$ cat src/rtl/core/tfbc_pkg.sv
// shared types and constants for the tcp flow byte counter table
package tfbc_pkg;

   localparam int ADDR_W  = 64;
   localparam int PORT_W  = 16;
   localparam int BYTES_W = 32;
   localparam int CNT_W   = 64;
   localparam int TST_W   = 4;
   localparam int FAM_W   = 16;
   localparam int SLOT_W  = 7;

   localparam logic [FAM_W-1:0] FAM_IPV4 = 16'd2;
   localparam logic [FAM_W-1:0] FAM_IPV6 = 16'd10;

   localparam logic [TST_W-1:0] ST_ESTABLISHED = 4'd1;
   localparam logic [TST_W-1:0] ST_SYN_SENT    = 4'd2;
   localparam logic [TST_W-1:0] ST_SYN_RECV    = 4'd3;

   typedef enum logic [1:0] {
      OP_RECV  = 2'd0,
      OP_SEND  = 2'd1,
      OP_STATE = 2'd2,
      OP_STATE_ALT = 2'd3
   } op_type;

   typedef enum logic [2:0] {
      STS_COUNTED    = 3'd0,
      STS_INSERTED   = 3'd1,
      STS_FAM_IGNORE = 3'd2,
      STS_FULL       = 3'd3,
      STS_STATE_SET  = 3'd4,
      STS_STATE_IGN  = 3'd5,
      STS_UNKNOWN    = 3'd6,
      STS_RSVD       = 3'd7
   } status_type;

   typedef struct packed {
      logic [1:0]         op;
      logic [FAM_W-1:0]   family;
      logic [ADDR_W-1:0]  remote_addr_hi;
      logic [ADDR_W-1:0]  remote_addr_lo;
      logic [ADDR_W-1:0]  local_addr_hi;
      logic [ADDR_W-1:0]  local_addr_lo;
      logic [PORT_W-1:0]  remote_port;
      logic [PORT_W-1:0]  local_port;
      logic [BYTES_W-1:0] byte_count;
      logic [TST_W-1:0]   new_state;
   } req_payload_type;

   typedef struct packed {
      logic [2:0]        status;
      logic [SLOT_W-1:0] slot;
      logic [CNT_W-1:0]  recv_total;
      logic [CNT_W-1:0]  sent_total;
      logic [TST_W-1:0]  conn_state;
      logic              is_ipv4;
   } rsp_payload_type;

   // transaction traveling down the cell row
   typedef struct packed {
      logic               valid;
      logic               done;
      logic               state_op;
      logic               recv_op;
      logic               ipv4;
      logic [ADDR_W-1:0]  rem_hi;
      logic [ADDR_W-1:0]  rem_lo;
      logic [ADDR_W-1:0]  loc_hi;
      logic [ADDR_W-1:0]  loc_lo;
      logic [2*PORT_W-1:0] ports;
      logic [BYTES_W-1:0] nbytes;
      logic [TST_W-1:0]   nst;
      rsp_payload_type    res;
   } pkt_type;

endpackage

$ cat src/rtl/core/tfbc_cell.sv
// one table entry: key match, counter or state update, insert into a free entry
module tfbc_cell #(
   parameter int IDX = 0
) (
   input  logic              clock,
   input  logic              reset,
   input  logic              adv,
   input  tfbc_pkg::pkt_type pkt_in,
   output tfbc_pkg::pkt_type pkt_out
);
   import tfbc_pkg::*;

   localparam logic [SLOT_W-1:0] MY_SLOT = SLOT_W'(IDX % (2**SLOT_W));

   logic               valid_ff, valid_in;
   logic [ADDR_W-1:0]  rem_hi_ff, rem_hi_in, rem_lo_ff, rem_lo_in;
   logic [ADDR_W-1:0]  loc_hi_ff, loc_hi_in, loc_lo_ff, loc_lo_in;
   logic [2*PORT_W-1:0] ports_ff, ports_in;
   logic [CNT_W-1:0]   recv_ff, recv_in, sent_ff, sent_in;
   logic [TST_W-1:0]   tst_ff, tst_in;
   logic               v4_ff, v4_in;
   pkt_type            pkt_ff, pkt_in_nx;
   logic               hit;

   assign hit = valid_ff && rem_hi_ff == pkt_in.rem_hi && rem_lo_ff == pkt_in.rem_lo &&
                loc_hi_ff == pkt_in.loc_hi && loc_lo_ff == pkt_in.loc_lo &&
                ports_ff == pkt_in.ports;

   always_comb begin
      valid_in  = valid_ff;
      rem_hi_in = rem_hi_ff;
      rem_lo_in = rem_lo_ff;
      loc_hi_in = loc_hi_ff;
      loc_lo_in = loc_lo_ff;
      ports_in  = ports_ff;
      recv_in   = recv_ff;
      sent_in   = sent_ff;
      tst_in    = tst_ff;
      v4_in     = v4_ff;
      pkt_in_nx = pkt_in;
      if (pkt_in.valid && !pkt_in.done) begin
         if (hit) begin
            pkt_in_nx.done = 1'b1;
            if (pkt_in.state_op) begin
               tst_in = pkt_in.nst;
               pkt_in_nx.res.status = STS_STATE_SET;
            end else begin
               if (pkt_in.recv_op) recv_in = recv_ff + CNT_W'(pkt_in.nbytes);
               else                sent_in = sent_ff + CNT_W'(pkt_in.nbytes);
               pkt_in_nx.res.status = STS_COUNTED;
            end
            pkt_in_nx.res.slot       = MY_SLOT;
            pkt_in_nx.res.recv_total = recv_in;
            pkt_in_nx.res.sent_total = sent_in;
            pkt_in_nx.res.conn_state = tst_in;
            pkt_in_nx.res.is_ipv4    = v4_ff;
         end else if (!valid_ff) begin
            // entries fill from the low end, so the first free one ends the search
            pkt_in_nx.done = 1'b1;
            if (pkt_in.state_op) begin
               pkt_in_nx.res.status = STS_UNKNOWN;
            end else begin
               valid_in  = 1'b1;
               rem_hi_in = pkt_in.rem_hi;
               rem_lo_in = pkt_in.rem_lo;
               loc_hi_in = pkt_in.loc_hi;
               loc_lo_in = pkt_in.loc_lo;
               ports_in  = pkt_in.ports;
               recv_in   = pkt_in.recv_op ? CNT_W'(pkt_in.nbytes) : '0;
               sent_in   = pkt_in.recv_op ? '0 : CNT_W'(pkt_in.nbytes);
               tst_in    = ST_ESTABLISHED;
               v4_in     = pkt_in.ipv4;
               pkt_in_nx.res.status     = STS_INSERTED;
               pkt_in_nx.res.slot       = MY_SLOT;
               pkt_in_nx.res.recv_total = recv_in;
               pkt_in_nx.res.sent_total = sent_in;
               pkt_in_nx.res.conn_state = ST_ESTABLISHED;
               pkt_in_nx.res.is_ipv4    = pkt_in.ipv4;
            end
         end
      end
   end

   always_ff @(posedge clock) begin
      if (reset) begin
         valid_ff     <= 1'b0;
         pkt_ff.valid <= 1'b0;
      end else if (adv) begin
         valid_ff <= valid_in;
         pkt_ff   <= pkt_in_nx;
      end
   end

   always_ff @(posedge clock) begin
      if (adv) begin
         rem_hi_ff <= rem_hi_in;
         rem_lo_ff <= rem_lo_in;
         loc_hi_ff <= loc_hi_in;
         loc_lo_ff <= loc_lo_in;
         ports_ff  <= ports_in;
         recv_ff   <= recv_in;
         sent_ff   <= sent_in;
         tst_ff    <= tst_in;
         v4_ff     <= v4_in;
      end
   end

   assign pkt_out = pkt_ff;

endmodule

$ cat config.mk
export PLATFORM = sky130hd
export DESIGN_NAME = tfbc_cell
export DESIGN_NICKNAME = d
export VERILOG_FILES = /design/src/rtl/core/tfbc_pkg.sv /design/src/rtl/core/tfbc_cell.sv
export SDC_FILE = /design/constraint.sdc
export NUM_CORES = 2
export LEC_CHECK = 0
export BUFFER_PORTS_ARGS = -buffer_cell sky130_fd_sc_hd__buf_2
export CORE_AREA = 2 2 369 371
export DETAILED_ROUTE_END_ITERATION = 12
export DIE_AREA = 0 0 371 373
export GPL_TIMING_DRIVEN = 0
export MAX_ROUTING_LAYER = met4
export SETUP_SLACK_MARGIN = 0.3
export SYNTH_ARGS = -nofsm -noshare
export SYNTH_HDL_FRONTEND = slang
export SYNTH_SLANG_ARGS = --single-unit
export TNS_END_PERCENT = 20
$ cat constraint.sdc
create_clock -name clock -period 67.2 [get_ports clock]
set_clock_uncertainty 0.2 [all_clocks]
set_input_delay 13.44 -clock clock [delete_from_list [all_inputs] [get_ports clock]]
set_output_delay 13.44 -clock clock [all_outputs]
set_load 0.01 [all_outputs]
# [Yosys cells after proc, flatten, opt, wreduce, memory -nomap -nowiden]
# Index checks and enable logic that the tools add are counted.
# W data, S select, Z words.
[classes] add_sub_neg=2 n_mul=0 div_mod_pow=0 n_lt_le_gt_ge=0 n_eq_ne=7 shift=0 muxes=27 bitwise_logic=4 reduce_logical=11
[ops] cell="$mux W64" n=10
[ops] cell="$mux W143" n=3
[ops] cell="$eq A64 B64 Y1" n=4
[ops] cell="$mux W140" n=1
[ops] cell="$add A64 B32 Y64" n=2
[ops] cell="$mux W32" n=2
[ops] cell="$eq A32 B32 Y1" n=1
[ops] cell="$mux W4" n=4
[ops] cell="$logic_and A1 B1 Y1" n=6
[ops] cell="$mux W3" n=2
[ops] cell="$mux W1" n=5
[ops] cell="$reduce_and A5 Y1" n=1
[ops] cell="$ne A2 B1 Y1 const B" n=2
[ops] cell="$not A1 Y1" n=4
[ops] cell="$reduce_and A4 Y1" n=1
[ops] cell="$reduce_and A3 Y1" n=1
[ops] cell="$reduce_and A2 Y1" n=1
[ops] cell="$logic_not A1 Y1" n=1
[totals] register_bits=894 latchBits=0 mem_bits_rw=0 romBits=0 in_bits=475 output_inout_bits=472 mem_count=0

# [Longest topological paths before layout]
[logic_depth] ltp_word=8 depth_mapped=12

# [Worst setup path after synthesis]
# OpenSTA, ideal clock, no wires.
[synth_timing] path_kind="input to register" from="input reset" to="register pkt_ff, in the netlist pkt_out[0] (enable)" setup_ns=1.380 t_arrival_ns=34.229 setup_slack_ns=31.391 path_stages=1 path_cell_list="nor2b_1"
[synth_between] elab_chain_cells=2
[synth_rtl] element="start, declared" line_no="tfbc_cell.sv:6" text="input logic reset,"
[synth_rtl] element="$not A1 Y1 (no source line)"
[synth_rtl] element="$reduce_and A2 Y1 (no source line)"
[synth_rtl] element="end signal, assigned" line_no="tfbc_cell.sv:90" text="pkt_ff <= pkt_in_nx;"
[synth_rtl] element="end, declared" line_no="tfbc_cell.sv:22" text="pkt_type pkt_ff, pkt_in_nx;"
# Every way passes these cells.
# A chain may end at the register's enable or synchronous reset.

# [Worst setup path after layout]
[layout_timing] from="input pkt_in[431] (netlist bit)" to="register recv_ff[1] (enable)"
[layout_between] elab_chain_cells=8 word_cells_on_any_way=9
[layout_rtl] element="start, declared" line_no="tfbc_cell.sv:8" text="input tfbc_pkg::pkt_type pkt_in,"
[layout_rtl] element="$eq A64 B64 Y1 *" line_no="tfbc_cell.sv:25" text="assign hit = valid_ff && rem_hi_ff == pkt_in.rem_hi && rem_lo_ff == pkt_in.rem_lo &&"
[layout_rtl] element="$logic_and A1 B1 Y1 * (3 in a row)" line_no="tfbc_cell.sv:25"
[layout_rtl] element="$logic_and A1 B1 Y1 * (2 in a row)" line_no="tfbc_cell.sv:26" text="loc_hi_ff == pkt_in.loc_hi && loc_lo_ff == pkt_in.loc_lo &&"
[layout_rtl] element="$ne A2 B1 Y1 (no source line)"
[layout_rtl] element="$reduce_and A4 Y1 (no source line) *"
[layout_rtl] element="end signal, assigned" line_no="tfbc_cell.sv:101" text="recv_ff <= recv_in;"
[layout_rtl] element="end, declared" line_no="tfbc_cell.sv:19" text="logic [CNT_W-1:0] recv_ff, recv_in, sent_ff, sent_in;"
# Every way passes the cells marked *; elsewhere a longest branch is shown, timed or not.

==> flow_summary_export.csv <==
group,metric,value,unit
clock_network,root_buffer,"clkbuf_16",
finish,mostFrequentLayoutCells,"buf_2, edfxtp_1, nand2_1, a21oi_1, xnor2_1",
synthesis,synthDistinctLibCells,75,
timing,whs,297,ps
die,io_pins,947,
pwr,p_per_area,26.3,mW/mm^2
synthesis,ys_seq_area_frac,0.666,
drt,vias,30585,
place,dp_hpwl,124000,um
job,cap_violations,0,
finish,fin_area,0.0513,sq mm
die,rows,135,
run_status,outcome,"completed",
pwr,p_leak,18.9,nW
synthesis,ys.warnings.count,0,
clock_network,tritoncts,"yes",
synthesis,syn_area,0.0403,sq mm
setup_path,cp.buffers_inverters,8,
timing,finalMaxSlewViolations,0,
clock_network,clkTransAtPathRegs,60,ps
grt,grt_overflow,0,
die,start_util,0.299,
die,die_w,371,um
die,core,0.135,sq mm
finish,syn_to_final_growth,27.3,%
timing,setup_tns,0,ps
synthesis,ys_ff_latch,894,
finish,mostFrequentLayoutCell,"buf_2",
timing,timing.fmax,52.3,MHz
timing,slew_headroom,0.253,
finish,drive_above_1_share,0.289,
clock_network,cts_max_path_buffers,3,
die,die_y,373,um
place,place_congestion,0.939,
drt,viasPerCell,5.12,
setup_path,slowest_stage,"nor4_1",
timing,finalSetupViolCount,0,
timing,fin_crit,19110,ps
drt,drc,0,
drt,drt_iter0_drc,3240,
hold_path,hold_path.class,"reg2reg",
synthesis,synth_edf_count,892,
setup_path,cp_data_required_time,67360,ps
finish,final_nets,4626,
grt,grt_max_degree,37,
clock_network,cts_setup_buffers,0,
setup_path,arrival,19270,ps
timing,post-route-period-util,0.284,
grt,grt_pass1_wl,214000,um
synthesis,synthCells,3008,
setup_path,end_kind,"flip-flop",
setup_path,path_max_fanout,26,
setup_path,cpPeakStageDelay,910,ps
clock_network,cts_buffers,98,
clock_network,ctsResizeCount,0,
grt,grt_usage,0.224,
pwr,worst_ir_drop_vdd,22.0,uV
clock_network,cts_sinks,894,
drt,ant_nets,0,
clock_network,clk_latency,760,ps
finish,post-route-util,0.381,
grt,grt_antenna_before_repair,30,
drt,drt_pass1_iterations,5,
synthesis,synth_nets,3549,
setup_path,path_cells,"buf_2, xor2_1, nor4_1, nand4_1, nor4_1, nand4_1, buf_4, buf_2, buf_2, a21oi_4, buf_16, buf_16, buf_16, buf_12",
synthesis,synthFlopType,"edfxtp_1",
setup_path,crit_family,"simple AND/OR/NAND/NOR gates",
place,portBuffers,946,
place,placed_cell_area,0.0480,sq mm
grt,grt_pass1_vias,29443,
timing,grt_setup_unrepaired,"no",
synthesis,synth_area_per_cell,13.4,sq um
drt,post_drt_wl_per_cell,26.0,um
clock_network,htreeDepth,3,
die,die_area,0.138,sq mm
setup_path,path_class,"in2reg",
timing,worst_slew_pin_slew,1120,ps
timing,final_hold_viol_count,0,
clock_network,cts.hold.buffers_added,0,
drt,wl,156000,um
setup_path,worstSetupStartpointType,"primary input",
synthesis,synthArstFlopShare,0,
==> through the flow <==
step                      setup WS, ps  total power, mW  cells
final                            48090             1.35   5972
after global routing             47940             1.40   5958
after CTS                        48010             1.36   5945
after global placement           21410            0.825   5735
after floorplan                  31390            0.742   3008
after detailed placement         47270            0.812   5766
==> synth_stat cells (20+ instances only) <==
cell       count  area share
nor4_1        45      0.0070
nor2b_1       52      0.0081
and2_1        79       0.012
a21oi_1      194       0.024
nand2_1      219       0.020
edfxtp_1     892        0.66
o21ai_0       76      0.0094
clkbuf_1      64      0.0060
a211oi_2      21      0.0065
nand4_1      127       0.020
xnor2_1      184       0.040
a211oi_1      20      0.0037
a21o_1        32      0.0060
o2111ai_1     21      0.0046
nor2_1       133       0.012
nand2b_1     168       0.026
and3_1        22      0.0034
buf_2         29      0.0036
nor3_1        33      0.0041
xor2_1        91       0.020
o22a_1        33      0.0072
inv_1         83      0.0077
o22ai_1       35      0.0054
ha_1          64       0.020
nand3_1       50      0.0062
a22o_1        53       0.012
==> logic make-up after synthesis <==
| family | synth area share |
|---|---|
| AOI/OAI and AO/OA | 0.105 |
| and+or+nand+nor | 0.124 |
| muxes | 0.00540 |
| buffers and inverters | 0.0190 |
| adders and majority gates | 0.0209 |
| DFF | 0.666 |
| xor gates and xnor gates | 0.0598 |
==> power by group <==
part	internal, mW	switching (mW)
clock	0.308	0.242
combinational	0.0538	0.0976
sequential	0.641	0.00850
total	1.00	0.348
==> worst paths after layout <==
check | from | endpoint | slack [ps] | cells after the start
max | pkt_in[431] | recv_ff[1] | 48090 | 14
max reg2reg | rem_hi_ff[28] | recv_ff[1] | 60590 | 13
min reg2reg | pkt_out[471] | pkt_out[471] | 300 | 2
min | pkt_out[471] | pkt_out[471] | 300 | 2
==> cell type report <==
class | instances | area, sq um
clock inverter | 62 | 757
buffer | 103 | 449
multi-input combinational | 1927 | 12700
tap | 1781 | 2230
sequential | 894 | 26800
antenna | 27 | 67.6
fill | 13126 | 83300
timing repair buffer | 977 | 5400
inverter | 84 | 315
clock buffer | 117 | 2520
==> registers in the layout, summed over array words and instances (netlist names) <==
signal,cells
v4_ff,1
recv_ff,64
tst_ff,4
valid_ff,1
pkt_out,472
rem_lo_ff,64
rem_hi_ff,64
loc_hi_ff,64
ports_ff,32
sent_ff,64
loc_lo_ff,64
==> worst register-to-register path, delay by kind of cell (launching register included) <==
family / cells / cell delay (ps)
AOI/OAI and AO/OA: 1 / 790
buffers and inverters: 7 / 1980
xor gates and xnor gates: 1 / 150
DFF: 1 / 380
and+or+nand+nor: 4 / 2770
==> layer usage <==
layer | global-route usage | vias to the layer above | routed length, um
li1 | - | 13661 | -
met1 | 0.305 | 15156 | 67100
met2 | 0.329 | 1536 | 68700
met3 | 0.0488 | 232 | 14700
met4 | 0.0759 | 0 | 5000
met5 | - | - | 0
Power figures use the tool's default switching activity.
